===== config.mk =====
export PLATFORM = sky130hd
export DESIGN_NAME = ctb_link_ram
export DESIGN_NICKNAME = d
export VERILOG_FILES = /design/src/design/ctb_link_ram.sv
export SDC_FILE = /design/constraint.sdc
export NUM_CORES = 1
export LEC_CHECK = 0
export ABC_AREA = 1
export BUFFER_PORTS_ARGS = -buffer_cell sky130_fd_sc_hd__buf_2
export CAP_MARGIN = 0
export CORE_MARGIN = 3
export CORE_UTILIZATION = 60
export CTS_CLUSTER_DIAMETER = 40
export DETAILED_ROUTE_END_ITERATION = 7
export PLACE_DENSITY = 0.77
export SLEW_MARGIN = 0
export SYNTH_ARGS = -nofsm -noshare
export SYNTH_HDL_FRONTEND = slang
export SYNTH_SLANG_ARGS = --single-unit

===== constraint.sdc =====
create_clock -name clk -period 4.2 [get_ports clk]
set_input_delay 0.21 -clock clk [delete_from_list [all_inputs] [get_ports clk]]
set_output_delay 0.21 -clock clk [all_outputs]
set_load 0.005 [all_outputs]

===== src/design/ctb_link_ram.sv =====
`default_nettype none
module ctb_link_ram #(
	parameter int DEPTH  = 64,
	parameter int DATA_W = 6
) (
	input  wire logic                     clk,
	input  wire logic                     we,
	input  wire logic [$clog2(DEPTH)-1:0] waddr,
	input  wire logic [DATA_W-1:0]        wdata,
	input  wire logic [$clog2(DEPTH)-1:0] raddr,
	output logic      [DATA_W-1:0]        rdata
);

	logic [DATA_W-1:0] mem_q [DEPTH];

	always_ff @(posedge clk) begin
		if (we) begin
			mem_q[waddr] <= wdata;
		end
	end

	always_ff @(posedge clk) begin
		rdata <= mem_q[raddr];
	end

endmodule
`default_nettype wire


# ---- Word level (Yosys, flattened, before mapping)
# Memories as Yosys holds them, arrays and structs flattened. A register that Yosys moved wholly into a read port is not among the register bits.
# Index checks and enable logic that the tools add are counted.
dict set report word_totals {
  regBits 0
  mem_bits_rw 384
  memories 1
  out_inout_bits 6
  input_bits 20
}
# memory words word_bits read_ports rd_clocked_by_memory_dff wr line
set memory_table {}
lappend memory_table {mem_q 64 6 1 1 1 14} ;# logic [DATA_W-1:0] mem_q [DEPTH];
dict set report classes {
  n_mux 2
}
# cell n
set op_table {}
lappend op_table {{two-way mux 1 bit} 2}

# ---- Longest topological paths before layout
# Gate-level depths: netlist of the first run.
dict set report logic_depth {
  ltp_word 2
  depth_mapped 11
  ltp_nobuf 9
}

# ---- Worst setup path before layout of the first run
# No wires, ideal clock.
dict set report synth_path {
  path_type {input port to flip-flop}
  from {in we}
  to {mem mem_q[48][0], enable pin}
  cell_stages 3
  setup_time_ns 0.386
  arrival_time_ns 1.393
  setup_slack_ns 2.421
  path_cell_list {clkbuf_1 > nand4_1 > nor4_1}
}
dict set report synth_via {
  elab_chain_cells 2
}
# element line
set synth_lines {}
lappend synth_lines {{start: declaration} 7} ;# input wire logic we,
lappend synth_lines {{two-way mux 1 bit} 17} ;# if (we) begin
lappend synth_lines {{two-way mux 1 bit (implied by the code)} 18} ;# mem_q[waddr] <= wdata;
lappend synth_lines {{end: declaration} 14}
# Every way passes these cells.

==> results of run 1 <==
-- state kept, by name, summed over array words and instances (netlist names) --
| signal | cells |
|---|---|
| rdata | 6 |
| mem_q | 384 |
-- critical path: stages --
cell and delay (ps):
buf_6 260, inv_4 630, buf_4 500, nand2_1 110
nand3_1 90, nand3_1 120, nand2_1 130, nand2_1 60
nand3_1 140, nand3_1 150, nand2_1 100
-- per-stage QoR --
step	setup WS, ps	hold WS, ps	power, mW
floorplan	2420	309	4.68
global placement	1700	568	4.86
detailed placement	1650	571	4.87
CTS	2180	16.3	8.46
global route	1990	36.9	8.67
finish	2160	27.0	8.44
-- how the worst min path moves through the flow --
stage | startpoint | to | slack (ps) | cells after the start
after global routing | raddr[5] | rdata[3]$_DFF_P_ | 40 | 3
after detailed placement | raddr[5] | rdata[3]$_DFF_P_ | 570 | 3
after global placement | raddr[5] | rdata[4]$_DFF_P_ | 570 | 3
after floorplan | wdata[0] | mem_q[0][0]$_DFFE_PP_ | 310 | 0
after CTS | raddr[5] | rdata[1]$_DFF_P_ | 20 | 3
final | raddr[5] | rdata[1]$_DFF_P_ | 30 | 3
-- power groups by stage --
| stage | registers (mW) | logic [mW] | clock network (mW) |
|---|---|---|---|
| floorplan | 4.40 | 0.286 | 0 |
| global placement | 4.40 | 0.461 | 0 |
| detailed placement | 4.40 | 0.470 | 0 |
| CTS | 4.32 | 0.475 | 3.66 |
| global route | 4.32 | 0.527 | 3.82 |
| finish | 4.32 | 0.479 | 3.64 |
-- layer usage --
metal,up-vias,wire length (um),global-route usage
li1,4861,-,-
met1,5051,14600,0.373
met2,642,17900,0.425
met3,105,3580,0.0416
met4,0,1230,0.0936
met5,-,0,0
-- placed cells by master (no fill, tap or decap), drive strengths merged, types with 8 or more instances in the layout --
| cell type | synthesis | layout |
|---|---|---|
| buf | 69 | 46 |
| clkbuf | 15 | 49 |
| clkinv | 0 | 18 |
| edfxtp | 384 | 384 |
| inv | 12 | 15 |
| nand2 | 486 | 486 |
| nand3 | 331 | 331 |
| nand4 | 9 | 9 |
| nor2 | 56 | 56 |
| nor4 | 8 | 8 |
-- Yosys cell counts --
master    count  share of area
buf_2        43          0.014
edfxtp_1    384           0.72
inv_2         2        0.00047
buf_4        16         0.0075
nand3_1     331           0.10
inv_1        10         0.0024
nor4_1        8         0.0031
dfxtp_1       6         0.0075
nand4_1       9         0.0035
nor2_1       56          0.013
clkbuf_1     15         0.0035
nand2_1     486           0.11
buf_6         1        0.00071
buf_1         9         0.0021
-- layout make-up --
cell class              count  area, um^2
repair buffers             46         289
flip-flops and latches    390       11700
clock inverters            28         236
clock buffers              49        1150
multi-input cells         890        3800
fillers                  1825        8470
well taps                 335         419
inverters                  12        47.5
-- cell families after synthesis --
group         after synthesis
buf+inv                    96
flops                     390
simple gates              890
==> results.cfg, run 1 <==
[outcome]
outcome = complete, no violations

[critical_path]
reg2reg_from = mem_q[6][5]$_DFFE_PP_
crit_start = raddr[0]
path_max_fanout = 74
critPathKind = in -> reg
r2r_slack_ps = 2790
endpoint = rdata[2]$_DFF_P_
reg2reg_to = rdata[5]$_DFF_P_
rr_worst_depth = 8
critPathArrivalTime_ps = 2520
cp-end-kind = flop
start_kind = input port
cp_data_required_time_ps = 4680

[yosys]
seq_area_frac_synth = 0.731
synthCells = 1376
synthMuxAreaShare = 0
synthXorXnorAreaFrac = 0
synth-simple-area-share = 0.238
synth_nets = 1396
synthDistinctLibCells = 14
ys_ff_latch = 390
synth_top_family_by_area = simple AND/OR/NAND/NOR gates
yosys_warnings = 0
synthesis.area_mm2 = 0.0159
synth_fa_ha_area_frac = 0
synth_compound_area_frac = 0
syn_avg_cell_area_um2 = 11.6

[power_and_ir_drop]
p_int_mw = 6.58
p_switching_mw = 1.86
ir_worst_vdd_uv = 383
swShare = 0.220
p_leak_nw = 6.35
power.share.sequential = 0.512
pwr-share-clk = 0.431
power_density_mw_per_mm2 = 480
comb_power_share = 0.057

[detailed_routing]
drt_first_pass_iters = 8
via_per_inst = 6.09
ant_nets = 0
drt-total-wl_um = 37300
first_iter_violations = 1574
vias = 10700
remaining_drc_errors = 0
routedWlPerCell_um = 21.3

[grt]
grt_max_degree = 97
grt_antenna_before_repair = 0
overflow = 0
grt_pass1_vias = 10400
grt_pass1_wl_um = 58100
gr-usage-all-layers = 0.264

[floorplanning]
ios = 26
fp.coreArea_mm2 = 0.0261
rows = 59
die-area_mm2 = 0.0285
die_w_um = 169
die_h_um = 169
initial_core_util = 0.611

[sta]
worstMarginPinSlew_ps = 1270
drv_slew = 0
slew_headroom = 0.148
fmax_ghz = 0.490
finClkSkew_ps = 19.6
final.min_clock_period_ps = 2040
fin_crit_sh = 0.486
tns_ps = 0
setup_violations = 0
hold_violations = 0
rsz0062_at_grt = false

[place]
place_hpwl_um = 21800
port-buffer-count = 25
dp.cells = 1673
place_area_mm2 = 0.0162
routabilityCongestion = 0.862

[clock_network]
cts_buffers = 43
root_buffer = clkbuf_16
ctsResizeCount = 0
clk_latency_ps = 540
cts.sinks = 390
tritoncts = yes
clock_path_buffers = 3
postCtsSetupBuffers = 0
hold_buffers = 0
clk_pin_slew_ps = 60
h-tree-depth = 2

[layout]
area_delta_synth_final_pct = 10.4
fin_nets = 1403
stdcell_area_mm2 = 0.0176
finalNonFillerCells = 1750
final_layout_size_suffix_gt1_frac = 0.0799
antenna_cells = 0
fin_util = 0.675

[hold_path]
worstHoldPathType = in -> reg

[flow_run]
max_cap_violations = 0
(Power assumes the default switching activity.)
==> inputs of run 2 (changes only) <==
==> constraint.sdc (replaced) <==
create_clock -name clk -period 1.9 [get_ports clk]
set_input_delay 0.095 -clock clk [delete_from_list [all_inputs] [get_ports clk]]
set_output_delay 0.095 -clock clk [all_outputs]
set_load 0.005 [all_outputs]
==> run 2 against run 1 <==
Against the previous run: via count grew 0.75%; clock power grew 110%; routed wire length increased by 0.95%; count of clock-buffer cells in the layout up 5; combinational power up 140%; clock skew is 4.6 ps lower; worst hold slack better by 8.6 ps; die area unchanged; non-clock buffer count increased by 48; global-route usage is 0.083 points higher; critical path depth shrank 3; utilization rose by 1.6 points.
==> results.cfg, run 2 (synthesis gave the netlist of run 1 again) <==
[layout]
reg_top3 = mem_q (384), rdata (6)
largest_register_ffs = 384
final_cell_mix = 486 x nand2_1, 384 x edfxtp_1, 331 x nand3_1
regMostFlops = mem_q
final_common_cell = nand2_1
area_delta_synth_final_pct = 13.1
fin_nets = 1450
final_layout_size_suffix_gt1_frac = 0.106

[place]
place_hpwl_um = 22400
port-buffer-count = 25
routabilityCongestion = 0.882

[sta]
drv_slew = 0
fmax_ghz = 0.757
setup_violations = 0
rsz0062_at_grt = false
final.min_clock_period_ps = 1320
whs_ps = 35.6
slew_headroom = 0.385
tns_ps = 0
fin_crit_sh = 0.695
hold_violations = 0
finClkSkew_ps = 15.0
worstMarginPinSlew_ps = 923

[hold_path]
min-delay-start = raddr[4]
worstHoldPathType = in -> reg
hold_end = rdata[3]$_DFF_P_
hold_depth = 4

[detailed_routing]
routedWlPerCell_um = 21.0
drt-total-wl_um = 37700
vias = 10700
remaining_drc_errors = 0
ant_nets = 0
drt_first_pass_iters = 6
via_per_inst = 5.98
first_iter_violations = 1331

[critical_path]
path_max_fanout = 1
critPathKind = reg -> reg
start_kind = flop
r2r_slack_ps = 580
reg2reg_from = mem_q[7][2]$_DFFE_PP_
reg2reg_to = rdata[2]$_DFF_P_
critPathArrivalTime_ps = 1730
cp-end-kind = flop
rr_worst_depth = 8
worstPathCellList = nand2_1 -> nand3_1 -> nand3_1 -> nand2_1 -> nand2_1 -> nand3_1 -> nand3_1 -> nand2_1
cp_data_required_time_ps = 2310
slowest_delay_ps = 370
cp_top_family = simple AND/OR/NAND/NOR gates
crit_path_top_delay_cell = edfxtp_1
path_buf_inv = 0

[grt]
overflow = 0
gr-usage-all-layers = 0.265
grt_antenna_before_repair = 2
grt_pass1_vias = 10500
grt_pass1_wl_um = 57900
grt_max_degree = 73

[clock_network]
clk_latency_ps = 530
clock_path_buffers = 3
cts.sinks = 390
cts_buffers = 42
clk_pin_slew_ps = 60
root_buffer = clkbuf_16
tritoncts = yes
h-tree-depth = 2

[floorplanning]
initial_core_util = 0.611
die_h_um = 169
die-area_mm2 = 0.0285
fp.coreArea_mm2 = 0.0261
die_w_um = 169
rows = 59
ios = 26

[power_and_ir_drop]
power_density_mw_per_mm2 = 1020
ir_worst_vdd_uv = 900
p_leak_nw = 6.59

[flow_run]
max_cap_violations = 0

[outcome]
outcome = complete, no violations
## run 2: changes by cell type in the layout (fill, tap and decap cells not counted)
cell,before,now
clkinvlp_4,4,3
buf_12,0,10
clkinv_4,3,2
dlygate4sd3_1,0,1
clkbuf_1,3,10
inv_6,3,2
buf_4,21,58
clkbuf_16,45,43
clkinv_1,9,4
diode_2,0,2
clkinv_2,6,5
## run 2: what timing repair did
action                     in CTS  in global routing
resized for setup               0                  0
setup endpoints to repair       0                  0
setup buffers                   0                  0
hold endpoints to repair        6                  0
hold buffers                    1                  0
## run 2: cell type report
cell class	count	area, um^2
Clock buffer	54	1130
Inverter	12	47.5
Multi-Input combinational cell	890	3800
Antenna cell	2	5.00
Sequential cell	390	11700
Timing Repair Buffer	94	777
Tap cell	335	419
Clock inverter	19	188
Fill cell	1789	8050
## run 2: worst max path at each step
stage	slack, ps	end	startpoint	depth (start not counted)
CTS	610	rdata[2]$_DFF_P_	mem_q[7][2]$_DFFE_PP_	8
finish	580	rdata[2]$_DFF_P_	mem_q[7][2]$_DFFE_PP_	8
detailed placement	210	rdata[0]$_DFF_P_	raddr[0]	11
global route	490	rdata[1]$_DFF_P_	mem_q[15][1]$_DFFE_PP_	8
global placement	240	rdata[0]$_DFF_P_	raddr[0]	11
floorplan	240	mem_q[48][0]$_DFFE_PP_	we	3
## run 2: tightest hold or removal path: stages
cell     delay (ps)
buf_2           190
nand3_1         110
nand3_1          70
nand2_1          60
## run 2: metal layers
| layer | vias up | part of all wire | GRT usage |
|---|---|---|---|
| li1 | 4950 | - | - |
| met1 | 5092 | 0.39 | 0.370 |
| met2 | 600 | 0.48 | 0.425 |
| met3 | 97 | 0.10 | 0.0507 |
| met4 | 0 | 0.032 | 0.0921 |
| met5 | - | 0 | 0 |
## run 2: metrics by stage
stage	instance area, um^2	worst slack [ps]	cells	util	power, mW
after global placement	16700	243	1720	0.640	10.8
after global routing	18000	488	1796	0.691	19.0
after detailed placement	16700	207	1720	0.640	10.8
after floorplan	15900	236	1376	-	10.4
final	18000	579	1796	0.691	18.4
after CTS	18000	607	1794	0.691	18.5
## run 2: where the power goes
part / internal [mW] / total, mW / leakage [nW] / switching, mW
Combinational: 0.310 / 1.13 / 2.45 / 0.817
Sequential: 9.52 / 9.55 / 3.51 / 0.0265
Clock: 4.60 / 7.74 / 0.635 / 3.14
Total: 14.4 / 18.4 / 6.59 / 3.98
