<file path="config.mk">
export PLATFORM = sky130hd
export DESIGN_NAME = ctb_cell
export DESIGN_NICKNAME = d
export VERILOG_FILES = /design/src/design/ctb_pkg.sv /design/src/design/ctb_cell.sv
export SDC_FILE = /design/constraint.sdc
export NUM_CORES = 1
export LEC_CHECK = 0
export ABC_AREA = 0
export BUFFER_PORTS_ARGS = -buffer_cell sky130_fd_sc_hd__buf_2
export CORE_MARGIN = 2
export CORE_UTILIZATION = 38
export DETAILED_ROUTE_END_ITERATION = 10
export GPL_TIMING_DRIVEN = 1
export HOLD_SLACK_MARGIN = 0.15
export PLACE_DENSITY = 0.71
export SLEW_MARGIN = 20
export SYNTH_ARGS = -nofsm -noshare
export SYNTH_HDL_FRONTEND = slang
export SYNTH_SLANG_ARGS = --single-unit
</file>
<file path="constraint.sdc">
create_clock -name clk -period 4 [get_ports clk]
set_input_delay 0.2 -clock clk [delete_from_list [all_inputs] [get_ports clk]]
set_output_delay 0.2 -clock clk [all_outputs]
set_load 0.02 [all_outputs]
</file>
<file path="src/design/ctb_pkg.sv">
`default_nettype none
package ctb_pkg;

	localparam int NODE_W            = 6;
	localparam int IN_VALUE_W        = 32;
	localparam int DEF_MAX_LEN       = 64;
	localparam int DEF_VALUE_WIDTH   = 32;

	typedef struct packed {
		logic signed [IN_VALUE_W-1:0] value;
		logic                         last_item;
	} ctb_item_t;

	typedef struct packed {
		logic [NODE_W-1:0] node_index;
		logic [NODE_W-1:0] parent_index;
		logic              parent_valid;
		logic [NODE_W-1:0] left_index;
		logic              left_valid;
		logic [NODE_W-1:0] right_index;
		logic              right_valid;
		logic              overflow;
		logic              last_node;
	} ctb_result_t;

	// Status one stack cell reports for the value on the broadcast bus.
	typedef struct packed {
		logic keep;
		logic top;
		logic first_pop;
		logic push;
	} ctb_cell_stat_t;

	typedef enum logic [1:0] {
		S_IDLE,
		S_LINK,
		S_EMIT
	} ctb_state_t;

endpackage
`default_nettype wire

</file>
<file path="src/design/ctb_cell.sv">
`default_nettype none
module ctb_cell #(
	parameter int KEY_W = 32,
	parameter int IDX_W = 6
) (
	input  wire logic                  clk,
	input  wire logic                  arst_n,
	input  wire logic                  insert,
	input  wire logic                  clear,
	input  wire logic [KEY_W-1:0]      new_key,
	input  wire logic [IDX_W-1:0]      new_node,
	input  wire logic                  below_keep,
	input  wire logic                  above_keep,
	output ctb_pkg::ctb_cell_stat_t    stat,
	output logic      [IDX_W-1:0]      node
);
	import ctb_pkg::*;

	logic             valid_q;
	logic [KEY_W-1:0] key_q;
	logic [IDX_W-1:0] node_q;
	logic             pop;

	// Keys never fall toward the top, so the popped cells form a suffix
	// and each boundary is found from the neighbors alone.
	assign pop            = valid_q && (key_q > new_key);
	assign stat.keep      = valid_q && !pop;
	assign stat.top       = stat.keep && !above_keep;
	assign stat.first_pop = pop && below_keep;
	assign stat.push      = !stat.keep && below_keep;
	assign node           = node_q;

	always_ff @(posedge clk or negedge arst_n) begin
		if (!arst_n) begin
			valid_q <= 1'b0;
		end else if (clear) begin
			valid_q <= 1'b0;
		end else if (insert) begin
			valid_q <= stat.keep || stat.push;
		end
	end

	always_ff @(posedge clk) begin
		if (insert && stat.push) begin
			key_q  <= new_key;
			node_q <= new_node;
		end
	end

endmodule
`default_nettype wire

</file>
======== After elaboration in Yosys (flattened, before gate mapping) ========
Cells that the tools add are included.
storage, ports and cells
  input port bits ......................... 44
  logic and storage cells ................. 17
  output and inout bits ................... 10
  register bits ........................... 39
cells by class
  reductions and logical operators ........ 11
  multiplexer cells ....................... 2
  magnitude comparators ................... 1
operator list
  operator             number
  32-bit > comparator  1
  1-bit logical AND    6
  1-bit zero test      3
  1-bit two-way mux    2
  2-bit nonzero test   1
  1-bit logical OR     1

======== Depth between registers and ports, before layout ========
Gate-level depths: netlist (run 1).
  depth after elaboration ................. 9
  mapped depth ............................ 8
  gate-level depth less buffers ........... 8

======== Worst setup path after synthesis (run 1) ========
Ideal clock, no wire load.
  kind .................................... register to register
  start point ............................. register valid_q
  end point ............................... register key_q[0], enable pin
  clock period less this slack ............ 3.628 ns
  required time ........................... 3.514 ns
  buffers on the path ..................... 0
  setup slack ............................. 0.372 ns
  library setup time ...................... 0.486 ns
  arrival time ............................ 3.142 ns
  cell stages (with the launch flop) ...... 2
  path through ............................ dfrtp_1 o21ai_0
between the ends
  word-level cells in the longest chain between the ends .. 6
RTL lines
  element                 line            RTL
  from (decl)             ctb_cell.sv:19  logic valid_q;
  from (signal assigned)  ctb_cell.sv:39  valid_q <= stat.keep || stat.push;
  1-bit logical AND       ctb_cell.sv:26  assign pop = valid_q && (key_q > new_key);
  1-bit zero test         ctb_cell.sv:27  assign stat.keep = valid_q && !pop;
  1-bit logical AND (*)   ctb_cell.sv:27
  1-bit zero test (*)     ctb_cell.sv:30  assign stat.push = !stat.keep && below_keep;
  1-bit logical AND (*)   ctb_cell.sv:30
  1-bit logical AND (*)   ctb_cell.sv:44  if (insert && stat.push) begin
  to (signal assigned)    ctb_cell.sv:45  key_q <= new_key;
  to (decl)               ctb_cell.sv:20  logic [KEY_W-1:0] key_q;
Every way passes the cells marked *; elsewhere a longest branch is shown, timed or not.
A chain may end at the register's enable or synchronous reset.

======== Final worst setup path (run 1) ========
  start point ............................. input port new_key[30]
  end point ............................... register key_q[30], enable pin
between the ends
  word-level cells in the longest chain between the ends .. 7
RTL lines
  element              line            RTL
  from (decl)          ctb_cell.sv:10  input wire logic [KEY_W-1:0] new_key,
  32-bit > comparator  ctb_cell.sv:26
  1-bit logical AND    ctb_cell.sv:26
  1-bit zero test      ctb_cell.sv:27
  1-bit logical AND    ctb_cell.sv:27
  1-bit zero test      ctb_cell.sv:30
  1-bit logical AND    ctb_cell.sv:30
  1-bit logical AND    ctb_cell.sv:44
Every way passes these cells.

==> metrics, run 1 <==
status=finished, final reports clean; IO Count=54; Die Y-Extent=78.40 µm; slowest CP cell=or4_1; Detailed Routing Iterations Pass 1=4; Starting DRT DRC Count=66; grt total ovfl=0; die width=about 78 µm; Post-Route WL=4.033 mm; WL per Instance=11.76 µm; commonest non-fill, non-tap cells in the layout=53 x buf_2, 39 x dlygate4sd3_1, 38 x edfxtp_1; Max Cap Viol=0; Antenna Cells=0; Setup Fix Bufs, Post-CTS=0; FF+latch count, synth=39; Slew Viols, Final=0; Distinct cells, synth=32; clk root buf=clkbuf_8; Clock Skew=between 0.006 and 0.007 ns; via count=1577; Leak Pwr=1.380 nW; Peak VDD IR=0.2122 mV; number of CTS-inserted buffers=5; drt drc=0; crit-path max FO=22; Worst Setup Slack, final=1.220 ns; Worst EP required=approximately 4 ns; layout cell share with drive strength beyond 1=25.09%; Worst-Skew Late Latency=around 0.29 ns; area of the multi-input gates=just over 800 µm²; Worst Setup Path Type=input port to flip-flop; CTS tree=yes; Worst-Margin Slew=0.6172 ns; CP cell instances=dlygate4sd3_1 > buf_2 > inv_1 > ha_1 > nand4_2 > or4_1 > nand4_2 > o2111ai_1 > o21ai_4 > buf_16; register area share after synthesis=55.44%; register area=1166 µm²; Worst Path Arrival=2.77 ns; Vias/cell=4.598; Layout Area Growth over Synthesis=42.42%; nets=between 300 and 400; post-synthesis cell area=between 2000 and 2500 µm²; Hold Path Class=input port to flip-flop; die area=6146 µm²; CP peak stage delay=around 0.57 ns; Rows=27; largest net degree at the start of global routing=23; Core ar.=between 5000 and 6000 µm²; synthesis warning total=0; maximum buffer depth of the clock tree=2; critical path's top delay family=buffers and inverters; CP Capture Type=flip-flop; design area=~3000 µm²; Area after DPL=about 2500 µm²; Worst setup SP type=input port; PortBufs=53; fmax=359.8 MHz; Post-Route Setup TNS=0 ns; final HPWL from detailed placement=3.022 mm; Finished Core Util=about 55%; Routability Congestion=0.7510; Mapped Nets=roughly 250; Final Hold Fails=0; number of global-route vias before repair=1655; worst path bufs/invs=4; Slew headroom=approximately three fifths; commonest non-fill, non-tap cell in the layout=buf_2; Routed Antenna Nets=0; unrepaired setup endpoints after global routing=no; dpl ws=approximately 1.4 ns; Avg Cell Area, Syn=approximately 12 µm²; GRT Overall Usage=14.59%; Final Cycle Share=69.49%; TritonCTS sink count=39; overall power=0.001002 W; crit path time final=2.780 ns; antenna violations before repair=0; power density cells=roughly 330 nW/µm²; H-Tree Depth=2; Initial Util=approximately two fifths; Worst-path clk slew=0.07 ns; Post-Syn Instances=170; cell repeated most along the worst path=nand4_2; final setup vio count=0; first-pass GRT wire length=7.024 mm; fill count=460
[cell type report]
cell class | count | share of cell area, %
multi-input cells | 97 | 27.40
flip-flops and latches | 39 | 38.93
well taps | 72 | 3.008
repair buffers | 93 | 22.81
clock inverters | 3 | 1.295
clock buffers | 5 | 2.297
inverters | 34 | 4.261
[tightest hold or removal path, cell delays in order]
cell and delay, ns:
buf_2 0.08, o21bai_1 0.10, a41oi_1 0.05
[cells by family (layout without fill, tap and decap cells)]
logic type	after synthesis	in the layout	share of synthesized area, %
flops	39	39	55.44
simple gates	32	32	9.400
buf+inv	34	135	6.068
fa+ha+maj	32	32	19.04
compound gates	33	33	10.05
[registers in the layout, indices dropped and copies added (netlist names)]
name     flops
key_q       32
node         6
valid_q      1
[repair_timing]
item	CTS	global route
hold buffers	39	0
gates resized for setup	0	0
hold endpoints to repair	39	0
[worst paths after layout]
kind | startpoint | endpoint | slack (ns) | depth (start not counted)
setup / recovery | new_key[30] | key_q[30] | 1.22 | 10
hold / removal | clear | valid_q | 0.18 | 3
setup reg to reg | key_q[31] | key_q[30] | 1.42 | 7
hold reg to reg | valid_q | valid_q | 0.72 | 2
max in group asynchronous | arst_n | valid_q | 3.70 | 2
min in group asynchronous | arst_n | valid_q | 0.22 | 2
[power by group]
group	total (W)	leakage (nW)	internal [W]	switching, W
Combinational	0.000193	0.954	0.0000966	0.0000960
Sequential	0.000494	0.371	0.000484	0.00000961
Clock	0.000315	0.0556	0.000183	0.000133
[through the flow]
step	instances	hold slack (ns)
after floorplan	170	-0.09559
after global placement	295	-0.01889
after detailed placement	296	-0.02261
after CTS	343	0.1810
after global routing	343	0.1951
final	343	0.1757
[metal layers]
metal	vias to the layer above	wire (µm)	GRT usage, %
met5	-	0	0
met4	0	57	4.737
met3	5	227	3.678
met2	42	1741	23.53
met1	705	2007	19.29
li1	825	-	-
[cells in the mapped netlist]
master,number,area share [%]
nand2b_1,1,0.30
o21a_1,1,0.36
a41oi_1,1,0.42
a41o_2,1,0.54
nand4_1,7,2.1
a21oi_1,16,3.8
ha_1,32,19
nand4_2,2,1.2
or2_4,1,0.42
nand3_1,3,0.71
a2bb2oi_1,1,0.42
inv_1,34,6.1
a21boi_0,1,0.36
nor2b_1,2,0.59
o2111ai_1,1,0.42
a211oi_1,1,0.36
a21o_1,1,0.36
or4_4,1,0.54
dfrtp_1,1,1.2
edfxtp_1,38,54
and4_1,1,0.42
nor2_1,3,0.54
o211ai_1,2,0.71
o21bai_1,1,0.36
nor4_1,1,0.30
a2111o_1,1,0.54
nand2_1,7,1.2
and2_1,1,0.30
a41o_1,1,0.48
and2_4,1,0.42
or4_1,1,0.36
o21ai_0,4,0.95
Power figures use the tool's default switching activity.
==> run 2: changes to the inputs <==
Clock period 4 ns to 2.8 ns, I/O delays scaled along.
==> run 2 against run 1 <==
Clock power up 24%. Sequential share of layout area fell by 0.19 points. Via count up 5.5%. Sequential power grew 43%. Critical path depth unchanged. Total power rose by 38%. Die area did not move. Global-route usage rose by 2.0 points. Combinational power grew 51%. Worst hold slack improved by 0.096 ns. Register-to-register slack worse by 1.2 ns. Largest power group unchanged.
==> metrics, run 2 (synthesis results as in run 1) <==
CTS tree=yes; Worst EP required=2.66 ns (-1.33 ns); Starting DRT DRC Count=53 (-20%); Worst-Margin Slew=0.3556 ns (-0.2616 ns); antenna violations before repair=0 (unchanged); hold path cells=4 (+1); R2R Path Start=key_q[31]; Worst setup SP type=input port; crit-path max FO=5 (-77%); R2R Setup Slk=0.23 ns (-1.19 ns); Post-Route WL=4.658 mm (+15%); maximum buffer depth of the clock tree=2 (unchanged); P_int=0.001033 W (+35%); Worst-Skew Late Latency=0.29 ns (about the same); register share of total power=50.8% (+1.5 points); fmax=roughly 370 MHz; clk root buf=clkbuf_8; largest net degree at the start of global routing=20 (-13%); max FFs per register=32 (unchanged); Final Cycle Share=96.06%; Worst Path Arrival=2.55 ns (-0.22 ns); Rows=27 (unchanged); r2r endpoint=key_q[18]; Slew headroom=76.07% (+17 points); Post-Route Setup TNS=0 ns (unchanged); Setup Fix Bufs, Post-CTS=0 (unchanged); WL per Instance=13.46 µm (+14%); Worst-path clk slew=0.07 ns (about the same); final setup vio count=0 (unchanged); Max Cap Viol=0 (unchanged); layout cell share with drive strength beyond 1=25.91% (+0.82 points); IO Count=54 (unchanged); Detailed Routing Iterations Pass 1=6 (+2); R2R depth=7 (unchanged); commonest non-fill, non-tap cell in the layout=buf_2; power density cells=460.5 nW/µm² (+38%); Comb power frac=21.0% (+1.8 points); nets=349 (+0.87%); Antenna Cells=0 (unchanged); status=finished, final reports clean; slowest CP cell=or4_4; Initial Util=38.67% (unchanged); Die Y-Extent=78.40 µm (unchanged); commonest non-fill, non-tap cells in the layout=53 x buf_2, 41 x dlygate4sd3_1, 38 x edfxtp_1; Leak Pwr=1.385 nW (+0.35%); CP cell instances=dlygate4sd3_1 > buf_2 > inv_1 > ha_1 > nand4_2 > or4_4 > nand3_1 > or2_4 > a41o_2 > buf_2; largest reg by FF count=key_q; PortBufs=53 (unchanged); Routed Antenna Nets=0 (unchanged); Switching Fraction=25.50% (+1.7 points); die area=6146 µm² (unchanged); hold wc startpoint=insert; Hold Crit Endpoint=valid_q; GRT Overall Usage=16.58% (+2.0 points); Hold Path Class=input port to flip-flop; number of CTS-inserted buffers=5 (unchanged); TritonCTS sink count=39 (unchanged); design area=3010 µm² (+0.50%); Area after DPL=2497 µm² (unchanged); cell repeated most along the worst path=buf_2; Vias/cell=4.806 (+4.5%); Clock Skew=0.004269 ns (-0.002193 ns); unrepaired setup endpoints after global routing=no; Core ar.=5439 µm² (unchanged); Final Hold Fails=0 (unchanged); drt drc=0 (unchanged); Clk pwr share=28.2% (-3.3 points); Slew Viols, Final=0 (unchanged); Routability Congestion=0.7655 (+1.9%); CP peak stage delay=0.58 ns (about the same); number of global-route vias before repair=1651 (-0.24%); H-Tree Depth=2 (unchanged); Peak VDD IR=0.3213 mV (+51%); die width=78.40 µm (unchanged); CP Capture Type=primary output; grt total ovfl=0 (unchanged); Switch Pwr=0.0003535 W (+48%); final HPWL from detailed placement=3.260 mm (+7.9%); Layout Area Growth over Synthesis=43.13%; crit path time final=2.690 ns; via count=1663 (+5.5%); Worst Setup Path Type=input port to primary output; first-pass GRT wire length=7.721 mm (+9.9%)
==> run 2: changes by cell type in the layout (fill, tap and decap cells not counted), sizes merged <==
| cell | before | now |
|---|---|---|
| clkbuf | 5 | 7 |
| dlygate4sd3 | 39 | 41 |
| buf | 54 | 55 |
| bufinv | 1 | 0 |
| clkinv | 2 | 1 |
==> run 2: through the flow <==
| stage | power (W) | instances | worst slack [ns] | util [%] | hold slack (ns) |
|---|---|---|---|---|---|
| floorplan | 0.0008605 | 170 | 0.2675 | - | -0.1556 |
| global placement | 0.0009470 | 297 | 0.3601 | 45.92 | -0.07644 |
| detailed placement | 0.0009578 | 297 | 0.2926 | 45.92 | -0.07865 |
| CTS | 0.001389 | 346 | 0.06765 | 55.14 | 0.2784 |
| global route | 0.001462 | 346 | 0.008232 | 55.35 | 0.3539 |
| finish | 0.001386 | 346 | 0.1102 | 55.35 | 0.2721 |
==> run 2: worst max-delay path, delay by kind of cell <==
kind	cells	cell delay [ns]
and+or+nand+nor	4	1.04
AOI/OAI and AO/OA	1	0.20
buffers and inverters	4	0.83
adders and majority gates	1	0.35
==> run 2: final cells by class <==
cell class,count,area [µm²]
Timing Repair Buffer,96,703.2
Tap cell,72,90.09
Sequential cell,39,1166
Clock buffer,7,86.33
Clock inverter,1,5.005
Multi-Input combinational cell,97,832.0
Fill cell,464,2429
Inverter,34,127.6
==> run 2: what timing repair did <==
action	in CTS	in global routing
gates resized for setup	0	2
endpoints found under the setup margin	0	4
hold buffers	41	0
hold endpoints to repair	40	0
==> run 2: per-layer routing <==
layer / track usage, % / vias up / wire, µm
met5: 0 / - / 0
met4: 7.368 / 0 / 110
met3: 3.563 / 8 / 207
met2: 28.02 / 49 / 2322
met1: 20.42 / 773 / 2018
li1: - / 833 / -
==> run 2: power by group through the flow <==
stage | Sequential (W) | Clock (W) | Combinational [W]
2_1_floorplan | 0.000724 | 0 | 0.000137
3_3_place_gp | 0.000716 | 0 | 0.000231
3_5_place_dp | 0.000718 | 0 | 0.000240
4_1_cts | 0.000705 | 0.000398 | 0.000286
5_1_grt | 0.000708 | 0.000424 | 0.000330
6_report | 0.000705 | 0.000391 | 0.000291
==> run 2: worst max-delay path by stage <==
| stage | start | to | depth (start not counted) |
|---|---|---|---|
| floorplan | key_q[31] | key_q[0] | 6 |
| detailed placement | key_q[31] | node[2] | 7 |
| CTS | new_key[27] | stat[0] | 11 |
| global route | new_key[23] | stat[0] | 11 |
| global placement | key_q[31] | node[1] | 7 |
| finish | new_key[31] | stat[0] | 10 |
